**src/sv/dsda_pkg.sv**
```systemverilog
// shared types, constants and helper functions for the dual spring damper animator
package dsda_pkg;

	localparam int FRAC_W          = 16;
	localparam int STEP_W          = 16;
	localparam int POS_W           = 32;
	localparam int VEL_W           = 40;
	localparam int LVL_W           = 8 + FRAC_W;
	localparam int EXT_W           = 34;
	localparam int KD_W            = 44;
	localparam int MUL_A_W         = 49;
	localparam int MUL_B_W         = 13;
	localparam int MUL_P_W         = 62;
	localparam int DT_W            = 12;
	localparam int TY_W            = 13;
	localparam int TA_W            = 8;
	localparam int RY_W            = 15;
	localparam int MASK_W          = 8;
	localparam int HGT_W           = 13;
	localparam int NUM_W           = 21;
	localparam int GUARD_W         = 8;
	localparam int CFG_ADDR_W      = 3;
	localparam int CFG_DATA_W      = 13;
	localparam int S_TDATA_W       = 40;
	localparam int M_TDATA_W       = 40;
	localparam int GUARD_LIMIT_DEF = 30;

	typedef enum logic [CFG_ADDR_W-1:0] {
		REG_Y_EN,
		REG_Y_TENS,
		REG_Y_FRIC,
		REG_A_EN,
		REG_A_TENS,
		REG_A_FRIC,
		REG_SCR_H,
		REG_MASK_MAX
	} cfg_reg_t;

	typedef logic signed [MUL_P_W-1:0] prod_t;

	// request to the quotient unit
	typedef struct packed {
		logic             start;
		logic [NUM_W-1:0] num;
		logic [HGT_W-1:0] den;
	} div_req_t;

	localparam prod_t VEL_MAX = prod_t'((64'sd1 <<< (VEL_W - 1)) - 64'sd1);
	localparam prod_t VEL_MIN = prod_t'(-(64'sd1 <<< (VEL_W - 1)));
	localparam prod_t POS_MAX = prod_t'((64'sd1 <<< (POS_W - 1)) - 64'sd1);
	localparam prod_t POS_MIN = prod_t'(-(64'sd1 <<< (POS_W - 1)));
	localparam prod_t LVL_MAX = prod_t'(64'sd255 <<< FRAC_W);

	localparam logic [LVL_W-1:0] LVL_RST = {8'hFF, {FRAC_W{1'b0}}};
	localparam logic signed [RY_W-1:0] LAST_Y_RST = -15'sd9999;
	localparam logic signed [EXT_W-1:0] ONE_E = EXT_W'(64'sd1 <<< FRAC_W);
	localparam logic signed [VEL_W-1:0] TWO_V = VEL_W'(64'sd2 <<< FRAC_W);

	// product shifted down by the step fraction, rounded toward zero
	function automatic prod_t trunc_step(prod_t x);
		prod_t bias;
		prod_t s;
		bias = x[MUL_P_W-1] ? prod_t'((64'sd1 <<< STEP_W) - 64'sd1) : prod_t'(0);
		s = x + bias;
		return s >>> STEP_W;
	endfunction

	// dt * 7 / 10, truncated; reciprocal multiply exact for 16-bit dividends
	function automatic logic [DT_W-1:0] slow_scale(logic [DT_W-1:0] dt);
		logic [DT_W+2:0] dt7;
		logic [DT_W+18:0] prod;
		dt7 = {3'b000, dt} + {2'b00, dt, 1'b0} + {1'b0, dt, 2'b00};
		prod = (DT_W+19)'(dt7) * (DT_W+19)'(17'd52429);
		return prod[DT_W+18:19];
	endfunction

	// v / 255 for v below 65535
	function automatic logic [MASK_W-1:0] div255(logic [15:0] v);
		logic [16:0] s;
		s = {1'b0, v} + 17'd1 + {9'b0, v[15:8]};
		return s[15:8];
	endfunction

endpackage

```
**src/sv/dsda_mul.sv**
```systemverilog
// shared signed by unsigned multiplier with registered product
module dsda_mul (
	input  logic                                 clk,
	input  logic signed [dsda_pkg::MUL_A_W-1:0]  a,
	input  logic        [dsda_pkg::MUL_B_W-1:0]  b,
	output dsda_pkg::prod_t                      p
);
	import dsda_pkg::*;

	prod_t p_q;

	always_ff @(posedge clk) begin
		p_q <= prod_t'(a) * prod_t'($signed({1'b0, b}));
	end

	assign p = p_q;

endmodule

```
**src/sv/dsda_div.sv**
```systemverilog
// restoring divider, one quotient bit per cycle, 8-bit quotient
module dsda_div (
	input  logic                           clk,
	input  logic                           arst_n,
	input  dsda_pkg::div_req_t             req,
	output logic                           done,
	output logic [dsda_pkg::MASK_W-1:0]    quo
);
	import dsda_pkg::*;

	logic [NUM_W-1:0]  rem_q;
	logic [MASK_W-1:0] quo_q;
	logic [2:0]        cnt_q;
	logic              busy_q;
	logic              done_q;
	logic [NUM_W-1:0]  dsh;
	logic              ge;

	assign dsh = NUM_W'(req.den) << cnt_q;
	assign ge  = rem_q >= dsh;

	always_ff @(posedge clk or negedge arst_n) begin
		if (!arst_n) begin
			rem_q  <= '0;
			quo_q  <= '0;
			cnt_q  <= '0;
			busy_q <= 1'b0;
			done_q <= 1'b0;
		end else begin
			done_q <= 1'b0;
			if (req.start) begin
				rem_q  <= req.num;
				quo_q  <= '0;
				cnt_q  <= 3'd7;
				busy_q <= 1'b1;
			end else if (busy_q) begin
				if (ge) begin
					rem_q <= rem_q - dsh;
				end
				quo_q <= {quo_q[MASK_W-2:0], ge};
				cnt_q <= cnt_q - 3'd1;
				if (cnt_q == 3'd0) begin
					busy_q <= 1'b0;
					done_q <= 1'b1;
				end
			end
		end
	end

	assign done = done_q;
	assign quo  = quo_q;

endmodule

```
**src/sv/dual_spring_damper_animator.sv**
```systemverilog
// top level: two spring-damper axes stepped on one shared multiplier
//
// Each input transaction is one animation tick: time step, target offset,
// target opacity, and in tuser the slow-start flag that scales the step by
// 0.7. Both axes are stepped by semi-implicit Euler, one after the other,
// on one registered multiplier under a small sequencer; the drawer mask
// uses a restoring divider. One output transaction per tick.
// A disabled axis is reset and skipped; an enabled axis runs through the
// spring, damping, acceleration, velocity and position steps. With the
// mask on, the mask follows from the opacity, saturates or is divided.
// s_tready is high only while no tick is in work, so one tick is taken
// at a time, at best in the cycle after the previous result is registered;
// the next tick can be taken while the previous result still waits in the
// output register.
// If the receiver stalls, the result holds in m_tdata and the following
// tick stops before its result until the register frees up.
// Config writes land at once; issue them only between ticks.
// Reset: opacity 255, offset 0, velocities 0, registers at defaults.
module dual_spring_damper_animator #(
	parameter int GUARD_LIMIT = dsda_pkg::GUARD_LIMIT_DEF
) (
	input  logic                                clk,
	input  logic                                arst_n,
	input  logic                                s_tvalid,
	output logic                                s_tready,
	// time_step[11:0], target_y[24:12], target_alpha[32:25], zero fill
	input  logic [dsda_pkg::S_TDATA_W-1:0]      s_tdata,
	// slow_start[0]
	input  logic                                s_tuser,
	output logic                                m_tvalid,
	input  logic                                m_tready,
	// render_y[14:0], render_alpha[22:15], mask_alpha[30:23], y_changed[31],
	// alpha_changed[32], mask_changed[33], idle[34], restack_pulse[35], zero fill
	output logic [dsda_pkg::M_TDATA_W-1:0]      m_tdata,
	input  logic                                cfg_we,
	input  logic [dsda_pkg::CFG_ADDR_W-1:0]     cfg_addr,
	input  logic [dsda_pkg::CFG_DATA_W-1:0]     cfg_wdata
);
	import dsda_pkg::*;

	typedef enum logic [3:0] {
		S_IDLE,
		S_AXIS,
		S_KD,
		S_CV,
		S_ACC,
		S_ADT,
		S_VEL,
		S_VDT,
		S_POS,
		S_MASK,
		S_MWAIT,
		S_DIV,
		S_FIN
	} state_t;

	// configuration
	logic               y_en_q;
	logic [9:0]         y_tens_q;
	logic [7:0]         y_fric_q;
	logic               a_en_q;
	logic [9:0]         a_tens_q;
	logic [7:0]         a_fric_q;
	logic [HGT_W-1:0]   scr_h_q;
	logic [MASK_W-1:0]  mask_max_q;

	// tick and axis state
	state_t                   state_q;
	logic                     axis_q;
	logic [DT_W-1:0]          dt_q;
	logic [TY_W-1:0]          ty_q;
	logic [TA_W-1:0]          ta_q;
	logic signed [POS_W-1:0]  y_pos_q;
	logic signed [VEL_W-1:0]  y_vel_q;
	logic [LVL_W-1:0]         a_lvl_q;
	logic signed [VEL_W-1:0]  a_vel_q;
	logic [GUARD_W-1:0]       guard_q;
	logic signed [RY_W-1:0]   last_y_q;
	logic signed [8:0]        last_a_q;
	logic signed [8:0]        last_m_q;
	logic signed [KD_W-1:0]   kd_q;
	logic signed [MUL_A_W-1:0] acc_q;
	logic [MASK_W-1:0]        mask_q;
	logic [M_TDATA_W-1:0]     out_q;
	logic                     out_vld_q;

	// datapath
	logic signed [EXT_W-1:0]   y_ext;
	logic signed [EXT_W-1:0]   a_ext;
	logic signed [EXT_W-1:0]   ty_ext;
	logic signed [EXT_W-1:0]   ta_ext;
	logic signed [EXT_W-1:0]   cur_pos;
	logic signed [EXT_W-1:0]   cur_tgt;
	logic signed [EXT_W-1:0]   diff;
	logic signed [VEL_W-1:0]   cur_vel;
	logic [9:0]                cur_k;
	logic [7:0]                cur_c;
	logic                      axis_en;
	logic signed [MUL_A_W-1:0] mul_a;
	logic [MUL_B_W-1:0]        mul_b;
	prod_t                     p;
	prod_t                     acc_full;
	prod_t                     vsum;
	prod_t                     psum;
	logic signed [VEL_W-1:0]   vel_new;
	logic signed [POS_W-1:0]   ypos_new;
	logic [LVL_W-1:0]          lvl_new;
	logic [HGT_W-1:0]          hs;
	logic signed [EXT_W-1:0]   h_ext;
	logic signed [EXT_W-1:0]   hmy;
	logic                      y_ge_h;
	logic [24:0]               num25;
	logic                      mask_sat;
	logic                      mask_on;
	div_req_t                  div_req;
	logic                      div_done;
	logic [MASK_W-1:0]         div_quo;

	// result assembly
	logic [POS_W:0]            yb;
	logic signed [POS_W-FRAC_W:0] ry_full;
	logic signed [RY_W-1:0]    ry;
	logic [7:0]                ra;
	logic [MASK_W-1:0]         mask_val;
	logic                      yc;
	logic                      ac;
	logic                      mc;
	logic signed [EXT_W-1:0]   dy;
	logic signed [EXT_W-1:0]   da;
	logic                      y_ok;
	logic                      a_ok;
	logic                      idle_f;
	logic                      pulse;

	assign y_ext   = EXT_W'(y_pos_q);
	assign a_ext   = $signed({{(EXT_W-LVL_W){1'b0}}, a_lvl_q});
	assign ty_ext  = $signed({{(EXT_W-TY_W-FRAC_W){1'b0}}, ty_q, {FRAC_W{1'b0}}});
	assign ta_ext  = $signed({{(EXT_W-TA_W-FRAC_W){1'b0}}, ta_q, {FRAC_W{1'b0}}});
	assign cur_pos = axis_q ? a_ext : y_ext;
	assign cur_tgt = axis_q ? ta_ext : ty_ext;
	assign diff    = cur_pos - cur_tgt;
	assign cur_vel = axis_q ? a_vel_q : y_vel_q;
	assign cur_k   = axis_q ? a_tens_q : y_tens_q;
	assign cur_c   = axis_q ? a_fric_q : y_fric_q;
	assign axis_en = axis_q ? a_en_q : y_en_q;

	assign hs     = (scr_h_q == '0) ? HGT_W'(1) : scr_h_q;
	assign h_ext  = $signed({{(EXT_W-HGT_W-FRAC_W){1'b0}}, hs, {FRAC_W{1'b0}}});
	assign hmy    = h_ext - y_ext;
	assign y_ge_h = y_ext >= h_ext;
	assign mask_on = mask_max_q != '0;

	// operand select for the shared multiplier
	always_comb begin
		mul_a = '0;
		mul_b = '0;
		case (state_q)
			S_KD: begin
				mul_a = MUL_A_W'(diff);
				mul_b = MUL_B_W'(cur_k);
			end
			S_CV: begin
				mul_a = MUL_A_W'(cur_vel);
				mul_b = MUL_B_W'(cur_c);
			end
			S_ADT: begin
				mul_a = acc_q;
				mul_b = MUL_B_W'(dt_q);
			end
			S_VDT: begin
				mul_a = MUL_A_W'(cur_vel);
				mul_b = MUL_B_W'(dt_q);
			end
			S_MASK: begin
				mul_a = a_en_q ? MUL_A_W'(a_ext) : MUL_A_W'(hmy);
				mul_b = MUL_B_W'(mask_max_q);
			end
			default: begin
				mul_a = '0;
				mul_b = '0;
			end
		endcase
	end

	dsda_mul u_mul (
		.clk (clk),
		.a   (mul_a),
		.b   (mul_b),
		.p   (p)
	);

	// acceleration, velocity and position updates from the registered product
	assign acc_full = prod_t'(0) - prod_t'(kd_q) - p;
	assign vsum     = prod_t'(cur_vel) + trunc_step(p);
	assign psum     = prod_t'(cur_pos) + trunc_step(p);

	always_comb begin
		if (vsum > VEL_MAX) begin
			vel_new = VEL_MAX[VEL_W-1:0];
		end else if (vsum < VEL_MIN) begin
			vel_new = VEL_MIN[VEL_W-1:0];
		end else begin
			vel_new = vsum[VEL_W-1:0];
		end

		if (psum > POS_MAX) begin
			ypos_new = POS_MAX[POS_W-1:0];
		end else if (psum < POS_MIN) begin
			ypos_new = POS_MIN[POS_W-1:0];
		end else begin
			ypos_new = psum[POS_W-1:0];
		end

		if (psum < prod_t'(0)) begin
			lvl_new = '0;
		end else if (psum > LVL_MAX) begin
			lvl_new = LVL_RST;
		end else begin
			lvl_new = psum[LVL_W-1:0];
		end
	end

	// drawer mask: quotient saturates once it would reach 256
	assign num25    = p[FRAC_W+24:FRAC_W];
	assign mask_sat = num25 >= {4'b0000, hs, 8'h00};

	assign div_req.start = (state_q == S_MWAIT) && !a_en_q && !mask_sat;
	assign div_req.num   = num25[NUM_W-1:0];
	assign div_req.den   = hs;

	dsda_div u_div (
		.clk    (clk),
		.arst_n (arst_n),
		.req    (div_req),
		.done   (div_done),
		.quo    (div_quo)
	);

	// render values, flags
	assign yb      = {y_pos_q[POS_W-1], y_pos_q} +
			{{(POS_W+1-FRAC_W){1'b0}}, {FRAC_W{y_pos_q[POS_W-1]}}};
	assign ry_full = yb[POS_W:FRAC_W];

	always_comb begin
		if (ry_full > (POS_W-FRAC_W+1)'(16383)) begin
			ry = 15'sd16383;
		end else if (ry_full < -(POS_W-FRAC_W+1)'(16384)) begin
			ry = -15'sd16384;
		end else begin
			ry = ry_full[RY_W-1:0];
		end
	end

	assign ra       = a_lvl_q[LVL_W-1:FRAC_W];
	assign mask_val = mask_on ? mask_q : '0;
	assign yc       = ry != last_y_q;
	assign ac       = $signed({1'b0, ra}) != last_a_q;
	assign mc       = mask_on && ($signed({1'b0, mask_q}) != last_m_q);

	assign dy     = ty_ext - y_ext;
	assign da     = ta_ext - a_ext;
	assign y_ok   = !y_en_q || ((dy < ONE_E) && (dy > -ONE_E) &&
			(y_vel_q < TWO_V) && (y_vel_q > -TWO_V));
	assign a_ok   = !a_en_q || ((da < ONE_E) && (da > -ONE_E) &&
			(a_vel_q < TWO_V) && (a_vel_q > -TWO_V));
	assign idle_f = y_ok && a_ok;
	assign pulse  = ({1'b0, guard_q} + 9'd1) > 9'(GUARD_LIMIT);

	// configuration registers
	always_ff @(posedge clk or negedge arst_n) begin
		if (!arst_n) begin
			y_en_q     <= 1'b0;
			y_tens_q   <= '0;
			y_fric_q   <= '0;
			a_en_q     <= 1'b1;
			a_tens_q   <= 10'd170;
			a_fric_q   <= 8'd26;
			scr_h_q    <= 13'd1080;
			mask_max_q <= '0;
		end else if (cfg_we) begin
			unique case (cfg_reg_t'(cfg_addr))
				REG_Y_EN:     y_en_q     <= cfg_wdata[0];
				REG_Y_TENS:   y_tens_q   <= cfg_wdata[9:0];
				REG_Y_FRIC:   y_fric_q   <= cfg_wdata[7:0];
				REG_A_EN:     a_en_q     <= cfg_wdata[0];
				REG_A_TENS:   a_tens_q   <= cfg_wdata[9:0];
				REG_A_FRIC:   a_fric_q   <= cfg_wdata[7:0];
				REG_SCR_H:    scr_h_q    <= cfg_wdata[HGT_W-1:0];
				REG_MASK_MAX: mask_max_q <= cfg_wdata[MASK_W-1:0];
			endcase
		end
	end

	// sequencer, axis state and output register
	always_ff @(posedge clk or negedge arst_n) begin
		if (!arst_n) begin
			state_q   <= S_IDLE;
			axis_q    <= 1'b0;
			dt_q      <= '0;
			ty_q      <= '0;
			ta_q      <= '0;
			y_pos_q   <= '0;
			y_vel_q   <= '0;
			a_lvl_q   <= LVL_RST;
			a_vel_q   <= '0;
			guard_q   <= '0;
			last_y_q  <= LAST_Y_RST;
			last_a_q  <= '1;
			last_m_q  <= '1;
			kd_q      <= '0;
			acc_q     <= '0;
			mask_q    <= '0;
			out_q     <= '0;
			out_vld_q <= 1'b0;
		end else begin
			// the final state reloads the output register itself
			if (out_vld_q && m_tready && (state_q != S_FIN)) begin
				out_vld_q <= 1'b0;
			end
			unique case (state_q)
				S_IDLE: begin
					if (s_tvalid) begin
						dt_q    <= s_tuser ? slow_scale(s_tdata[DT_W-1:0]) : s_tdata[DT_W-1:0];
						ty_q    <= s_tdata[DT_W+TY_W-1:DT_W];
						ta_q    <= s_tdata[DT_W+TY_W+TA_W-1:DT_W+TY_W];
						axis_q  <= 1'b0;
						state_q <= S_AXIS;
					end
				end
				S_AXIS: begin
					if (axis_en) begin
						state_q <= S_KD;
					end else if (axis_q) begin
						// disabled opacity axis sits fully opaque
						a_lvl_q <= LVL_RST;
						a_vel_q <= '0;
						state_q <= S_MASK;
					end else begin
						y_pos_q <= '0;
						y_vel_q <= '0;
						axis_q  <= 1'b1;
					end
				end
				S_KD: state_q <= S_CV;
				S_CV: begin
					kd_q    <= p[KD_W-1:0];
					state_q <= S_ACC;
				end
				S_ACC: begin
					acc_q   <= acc_full[MUL_A_W-1:0];
					state_q <= S_ADT;
				end
				S_ADT: state_q <= S_VEL;
				S_VEL: begin
					if (axis_q) begin
						a_vel_q <= vel_new;
					end else begin
						y_vel_q <= vel_new;
					end
					state_q <= S_VDT;
				end
				S_VDT: state_q <= S_POS;
				S_POS: begin
					if (axis_q) begin
						a_lvl_q <= lvl_new;
						state_q <= S_MASK;
					end else begin
						y_pos_q <= ypos_new;
						axis_q  <= 1'b1;
						state_q <= S_AXIS;
					end
				end
				S_MASK: begin
					if (!mask_on) begin
						state_q <= S_FIN;
					end else if (a_en_q) begin
						state_q <= S_MWAIT;
					end else if (y_ge_h) begin
						mask_q  <= '0;
						state_q <= S_FIN;
					end else begin
						state_q <= S_MWAIT;
					end
				end
				S_MWAIT: begin
					if (a_en_q) begin
						mask_q  <= div255(p[FRAC_W+15:FRAC_W]);
						state_q <= S_FIN;
					end else if (mask_sat) begin
						mask_q  <= '1;
						state_q <= S_FIN;
					end else begin
						state_q <= S_DIV;
					end
				end
				S_DIV: begin
					if (div_done) begin
						mask_q  <= div_quo;
						state_q <= S_FIN;
					end
				end
				S_FIN: begin
					if (!out_vld_q || m_tready) begin
						out_q     <= {4'b0000, pulse, idle_f, mc, ac, yc, mask_val, ra, ry};
						out_vld_q <= 1'b1;
						last_y_q  <= ry;
						last_a_q  <= $signed({1'b0, ra});
						if (mask_on) begin
							last_m_q <= $signed({1'b0, mask_q});
						end
						guard_q   <= pulse ? '0 : guard_q + GUARD_W'(1);
						state_q   <= S_IDLE;
					end
				end
				default: state_q <= S_IDLE;
			endcase
		end
	end

	assign s_tready = state_q == S_IDLE;
	assign m_tvalid = out_vld_q;
	assign m_tdata  = out_q;

endmodule

```
**config.mk**
```make
export PLATFORM = sky130hd
export DESIGN_NAME = dual_spring_damper_animator
export DESIGN_NICKNAME = d
export VERILOG_FILES = /design/src/sv/dsda_pkg.sv /design/src/sv/dsda_mul.sv /design/src/sv/dsda_div.sv /design/src/sv/dual_spring_damper_animator.sv
export SDC_FILE = /design/constraint.sdc
export NUM_CORES = 2
export LEC_CHECK = 0
export ABC_AREA = 1
export BUFFER_PORTS_ARGS = -buffer_cell sky130_fd_sc_hd__buf_2
export CAP_MARGIN = 20
export CELL_PAD_IN_SITES_DETAIL_PLACEMENT = 1
export CELL_PAD_IN_SITES_GLOBAL_PLACEMENT = 2
export CORE_AREA = 4 4 494 496
export CTS_BUF_LIST = sky130_fd_sc_hd__clkbuf_16
export DETAILED_ROUTE_END_ITERATION = 10
export DIE_AREA = 0 0 498 500
export PLACE_DENSITY_LB_ADDON = 0.25
export RECOVER_POWER = 25
export SYNTH_ARGS = -nofsm -noshare
export SYNTH_HDL_FRONTEND = slang
export SYNTH_SLANG_ARGS = --single-unit
```
**constraint.sdc**
```tcl
create_clock -name clk -period 8.6 [get_ports clk]
set_clock_uncertainty 0.2 [all_clocks]
set_input_delay 1.72 -clock clk [delete_from_list [all_inputs] [get_ports clk]]
set_output_delay 1.72 -clock clk [all_outputs]
set_load 0.05 [all_outputs]
```
---- Word-level counts from Yosys, hierarchy flattened ----
Cells that the tools add are included.
storage, ports and cells
  flip-flop bits (word level) ............. 508
  input port bits ......................... 62
  output and inout port bits .............. 42
  logic and storage cells ................. 238
operators by class
  add/subtract/negate cells ............... 18
  multiply operators ...................... 2
  $lt $le $gt $ge ......................... 20
  equal/unequal tests ..................... 38
  shifts and indexed selects .............. 1
  mux-type cells .......................... 76
  reductions and logical operators ........ 51
operators with widths
  operator                                                                           number
  40-bit 2-to-1 mux                                                                  9
  49-bit case mux with 4 select lines                                                1
  32-bit 2-to-1 mux                                                                  5
  40-bit case mux with 2 select lines                                                2
  24-bit 2-to-1 mux                                                                  5
  8-bit 2-to-1 mux                                                                   11
  40-bit by 18-bit greater-than comparator with 1-bit output, second input constant  2
  40-bit by 19-bit < comparator with 1-bit output, second input constant             2
  30-bit by 32-bit subtractor with 33-bit output                                     2
  32-bit case mux with 2 select lines                                                1
  21-bit 2-to-1 mux                                                                  3
  62-bit by 17-bit adder with 62-bit output                                          1
  49-bit by 13-bit multiplier with 62-bit output                                     1
  4-bit case mux with 13 select lines                                                1
  49-bit 2-to-1 mux                                                                  1
  45-bit by 49-bit subtractor with 49-bit output                                     1
  12-bit case mux with 4 select lines                                                1
  24-bit case mux with 2 select lines                                                1
  34-bit by 46-bit adder with 47-bit output                                          1
  40-bit by 46-bit adder with 47-bit output                                          1
  47-bit by 25-bit greater-than comparator with 1-bit output, second input constant  1
  47-bit by 32-bit greater-than comparator with 1-bit output, second input constant  1
  47-bit by 40-bit greater-than comparator with 1-bit output, second input constant  1
  47-bit by 1-bit < comparator with 1-bit output, second input constant              1
  other kinds (65)                                                                   150

---- Depth between registers and ports, before layout ----
  depth in word-level cells ............... 8
  mapped depth ............................ 51
  depth with buffers taken out ............ 46

---- Hierarchy ----
From an unflattened synthesis, not the netlist that was laid out.
unflattened totals
  cell total of the unflattened synthesis .. 10746
  area, all modules ....................... 71576.1 µm²
by module, submodules not included
  module                       instances  cells each  area each (µm²)  seq. area each (µm²)
  dual_spring_damper_animator  1          6647        42749.8          10192.3
  dsda_mul                     1          3514        25315.5          1241.2
  dsda_div                     1          585         3510.9           850.8

---- Worst setup path before layout ----
No wires, ideal clock.
  kind .................................... reg2reg
  from .................................... reg axis_q
  to ...................................... reg u_mul.p_q[61], in the netlist u_mul.p[61]
  setup time .............................. 0.121 ns
  arrival ................................. 8.593 ns
  setup slack ............................. -0.315 ns
  stages on the path, launching flop included .. 41
  period minus slack after synthesis ...... 8.915 ns
  cell sequence ........................... dfrtp_1 clkbuf_1 clkbuf_1 buf_2 buf_2 buf_1 clkbuf_1 nor2_1 ha_1 a21oi_1 o21ai_0 a21oi_1 nand2_1 nand2_1 inv_1 a21boi_1 o21ai_0 nor3_1 [5 not listed] fa_1 fa_1 inv_1 fa_1 inv_1 fa_1 inv_1 fa_1 inv_1 ha_1 a21oi_1 inv_1 a31oi_1 inv_1 a21oi_1 o221a_2 nand2_1 xor2_1
between the ends
  cells in the longest elaborated chain, start to end .. 4
ends and longest elaborated chain
  item                                                           RTL line                                                                source
  start, declared                                                dual_spring_damper_animator.sv:69                                       logic axis_q;
  start signal, assigned                                         dual_spring_damper_animator.sv:298                                      axis_q <= 1'b0;
  start signal, assigned                                         dual_spring_damper_animator.sv:326                                      axis_q <= 1'b0;
  start signal, assigned                                         dual_spring_damper_animator.sv:341                                      axis_q <= 1'b1;
  34-bit 2-to-1 mux / 29-bit 2-to-1 mux (equally long branches)  dual_spring_damper_animator.sv:139, dual_spring_damper_animator.sv:140
  34-bit by 30-bit subtractor with 34-bit output                 dual_spring_damper_animator.sv:141                                      assign diff = cur_pos - cur_tgt;
  49-bit case mux with 4 select lines                            dual_spring_damper_animator.sv:157                                      case (state_q)
  49-bit by 13-bit multiplier with 62-bit output (*)             dsda_mul.sv:13                                                          p_q <= prod_t'(a) * prod_t'($signed({1'b0, b}));
  end signal, assigned                                           dsda_mul.sv:13
  end, declared                                                  dsda_mul.sv:10                                                          prod_t p_q;
Mark *: on every way between the ends. The rest lies on a longest branch, timed or not.
A chain may end at the register's enable or synchronous reset.

---- Final worst setup path ----
  from .................................... reg scr_h_q[7]
  to ...................................... reg u_mul.p_q[50], in the netlist u_mul.p[50]
between the ends
  cells in the longest elaborated chain, start to end .. 6
ends and longest elaborated chain
  item                                                RTL line                            source
  start, declared                                     dual_spring_damper_animator.sv:64   logic [HGT_W-1:0] scr_h_q;
  start signal, assigned                              dual_spring_damper_animator.sv:288  REG_SCR_H: scr_h_q <= cfg_wdata[HGT_W-1:0];
  13-bit zero test                                    dual_spring_damper_animator.sv:147  assign hs = (scr_h_q == '0) ? HGT_W'(1) : scr_h_q;
  13-bit 2-to-1 mux (*)                               dual_spring_damper_animator.sv:147
  30-bit by 32-bit subtractor with 33-bit output (*)  dual_spring_damper_animator.sv:149  assign hmy = h_ext - y_ext;
  49-bit 2-to-1 mux (*)                               dual_spring_damper_animator.sv:175  mul_a = a_en_q ? MUL_A_W'(a_ext) : MUL_A_W'(hmy);
  49-bit case mux with 4 select lines (*)             dual_spring_damper_animator.sv:157
  49-bit by 13-bit multiplier with 62-bit output (*)  dsda_mul.sv:13
Marks and branches as above.

==> run_results.csv <==
group,metric,value,unit
status,status,"complete, but fails checks",
status,violations,"capacitance limit, slew limit",
yosys,synth_flop_cell,"dfrtp_1",
yosys,synth_area_leader_cell,"fa_1",
cts,cts.sinks,501,
sta,grt_setup_unrepaired,"true",
detailed_routing,wl_per_cell,22.9,um
floorplanning,die-area,0.249,mm2
grt,grt_first_pass_wirelength,470,mm
sta,slew_headroom,-189,%
sta,hold_viol,0,
cts,cts_root_buf,"clkbuf_16",
cts,clock_tree.buffer_depth,3,
floorplanning,ios,104,
yosys,yosys-top-cells-area,"fa_1 18%, nand2_1 15%, dfrtp_1 15%, ha_1 11%, inv_1 10%",
setup_path,worstPathMaxFanout,6,
floorplanning,core-area,0.240,mm2
grt,grt_pass1_vias,71800,
sta,period_share,97.9,%
setup_path,crit_top_cell,"inv_2",
detailed_routing,vias,68100,
cts,path_clk_slew,0.07,ns
cts,cts-buffers-inserted,72,
grt,grt_max_degree,154,
setup_path,crit_required,9.05,ns
grt,grt.total_usage,25.1,%
setup_path,worstReg2RegStart,"scr_h_q[7]",
setup_path,end_kind,"flip-flop",
setup_path,critPathArrivalTime,8.87,ns
yosys,synth_area,0.0667,mm2
cts,cts_tree,"yes",
floorplanning,die_h,500,um
detailed_routing,first_pass_iters,6,
setup_path,r2r_slack,0.18,ns
cells_and_area,num-fill-cells,30000,
floorplanning,start_util,27.9,%
sta,fmax,119,MHz
detailed_routing,via_per_inst,4.89,
yosys,synth_top_area_share,17.5,%
cells_and_area,finish.utilization,34.5,%
cts,htree_levels,3,
sta,worst_slew_pin_slew,4.34,ns
yosys,synth_area_per_cell,6.87,um2
cells_and_area,area_delta_synth_final,23.7,%
cts,worstSkewPairLatency,0.72,ns
sta,post-route-min-period,8.42,ns
run,maxCapViolCount,6,
yosys,ys_seq_area_share,18.4,%
floorplanning,row_count,180,
yosys,async_flop_share,87.6,%
sta,setup_viol,0,
yosys,synth_cell_types,73,
setup_path,critPathLaunch,"scr_h_q[7]",
setup_path,r2r-end,"u_mul.p[50]",
worst_hold_path,holdCritPathClass,"reg2reg",
yosys,synth_most_common_cell,"nand2_1",
yosys,postSynthCellCount,9717,
cts,ctsHoldBuffers,0,
detailed_routing,routed_wl,319,mm
place,gp_congestion,0.986,
cells_and_area,nNetsFinal,11900,
detailed_routing,drc,0,
yosys,synthTopCellsByCount,"2742 x nand2_1, 1809 x inv_1, 890 x nor2_1",
setup_path,max_stage_delay,0.58,ns
place,io_buffers,92,
place,place_hpwl,270,mm
detailed_routing,drtIter0Drc,4428,
setup_path,timing.critical_path.from_type,"flip-flop",
setup_path,r2r_cells,45,
yosys,synth_edf_count,0,
setup_path,crit_type,"reg2reg",
floorplanning,die_x,498,um
detailed_routing,final_antenna_net_count,0,
yosys,yosys_warnings,0,
grt,gr-total-overflow,0,
setup_path,endpoint,"u_mul.p[50]",
yosys,ys_seq_elements,501,
sta,drv_slew,531,
cells_and_area,drive_above_1_share,15.3,%
grt,antenna_found_initial,12,
setup_path,crit_slowest_cell,"fa_1",
final cells by class:
class / instances / area (um2) / area share [%]
clock buffers: 72 / 1800 / 2.18
multi-input cells: 7140 / 48100 / 58.3
diodes: 3 / 7.51 / 0.00909
inverters: 1821 / 6840 / 8.29
repair buffers: 1133 / 9060 / 11.0
well taps: 3185 / 3990 / 4.83
flip-flops and latches: 501 / 12300 / 14.9
clock inverters: 56 / 454 / 0.550
cell families (layout without fill, tap and decap cells):
family / Yosys count / count (layout) / synth area share, %
compound gates: 1315 / 1315 / 11.1
xor+xnor: 255 / 255 / 3.35
fa+ha+maj: 1152 / 1152 / 28.2
buf+inv: 2079 / 3082 / 11.9
flops: 501 / 501 / 18.4
mux: 10 / 10 / 0.150
other cells: 1 / 7 / 0.00562
simple gates: 4404 / 4404 / 26.9
stage by stage:
stage / instance area (um2) / setup WS [ns] / TNS (ns) / hold slack (ns) / instances
after floorplan: 66800 / 0.0210 / 0 / 0.224 / 9720
after global placement: 78300 / -0.960 / -14.25 / 0.235 / 13700
after detailed placement: 78300 / -0.963 / -17.30 / 0.242 / 13700
after CTS: 80800 / 0.0000542 / 0 / 0.250 / 13900
after global routing: 82600 / -0.186 / -1.61 / 0.269 / 13900
final: 82600 / 0.178 / 0 / 0.246 / 13900
sequential cells by signal, summed over array words and instances, names as in the netlist, 8 cells and up:
| signal | flops |
|---|---|
| u_mul.p | 62 |
| acc_q | 49 |
| kd_q | 44 |
| a_vel_q | 40 |
| y_vel_q | 40 |
| y_pos_q | 32 |
| m_tdata | 29 |
| a_lvl_q | 24 |
| u_div.rem_q | 21 |
| last_y_q | 15 |
| scr_h_q | 13 |
| ty_q | 13 |
| dt_q | 12 |
| a_tens_q | 10 |
| y_tens_q | 10 |
| last_a_q | 9 |
| last_m_q | 9 |
| a_fric_q | 8 |
| guard_q | 8 |
| mask_max_q | 8 |
| mask_q | 8 |
| ta_q | 8 |
| u_div.quo | 8 |
| y_fric_q | 8 |
worst max-delay path: cells and delay by family (launching register included):
family,cells,cell delay [ns]
adder cells (fa/ha/maj),7,3.10
AND/OR/NAND/NOR,16,2.15
flip-flops,1,0.39
buffers and inverters,17,1.77
AO/OA/AOI/OAI,4,0.52
XOR/XNOR,1,0.20
layout by cell type (no fill, tap or decap), types with 23 or more instances in the layout:
cell and instances:
a21o_1 31, a21oi_1 412, a21oi_2 38, a31oi_1 42, buf_12 53, buf_2 91, buf_4 951, clkbuf_16 73
clkinv_1 24, dfrtp_1 392, dfstp_2 46, dfxtp_1 62, fa_1 566, ha_1 526, ha_4 39, inv_1 1779
inv_2 41, nand2_1 2700, nand2_2 36, nand3_1 387, nand3b_1 23, nand4_1 115, nor2_1 852, nor2_2 31
nor3_1 100, nor4_1 42, o211ai_1 33, o21a_1 24, o21ai_0 480, o21ai_1 40, o21ai_2 25, o21bai_1 34
or2_2 26, xnor2_1 77, xor2_1 176
worst min path at each step:
stage,startpoint,endpoint,cells past startpoint
after detailed placement,last_m_q[8],last_m_q[8],2
final,last_m_q[8],last_m_q[8],2
after floorplan,last_m_q[8],last_m_q[8],2
after global placement,last_m_q[8],last_m_q[8],2
after CTS,last_m_q[8],last_m_q[8],2
after global routing,last_m_q[8],last_m_q[8],2
per-layer routing:
layer	share of wire (%)	vias up	global-route usage, %
met5	0.0028	-	0
met4	4.5	2	9.88
met3	4.2	364	2.45
met2	45	1300	40.8
met1	46	34100	34.5
li1	-	32300	-
repair_timing:
action	4_1_cts	5_1_grt
cloned	0	1
resized for setup	61	348
buffers inserted	10	40
endpoints found under the setup margin	38	46
pin swaps	24	177
Power is not shown: default switching activity piles up to over one toggle a cycle in this logic, so the estimate is an artifact.
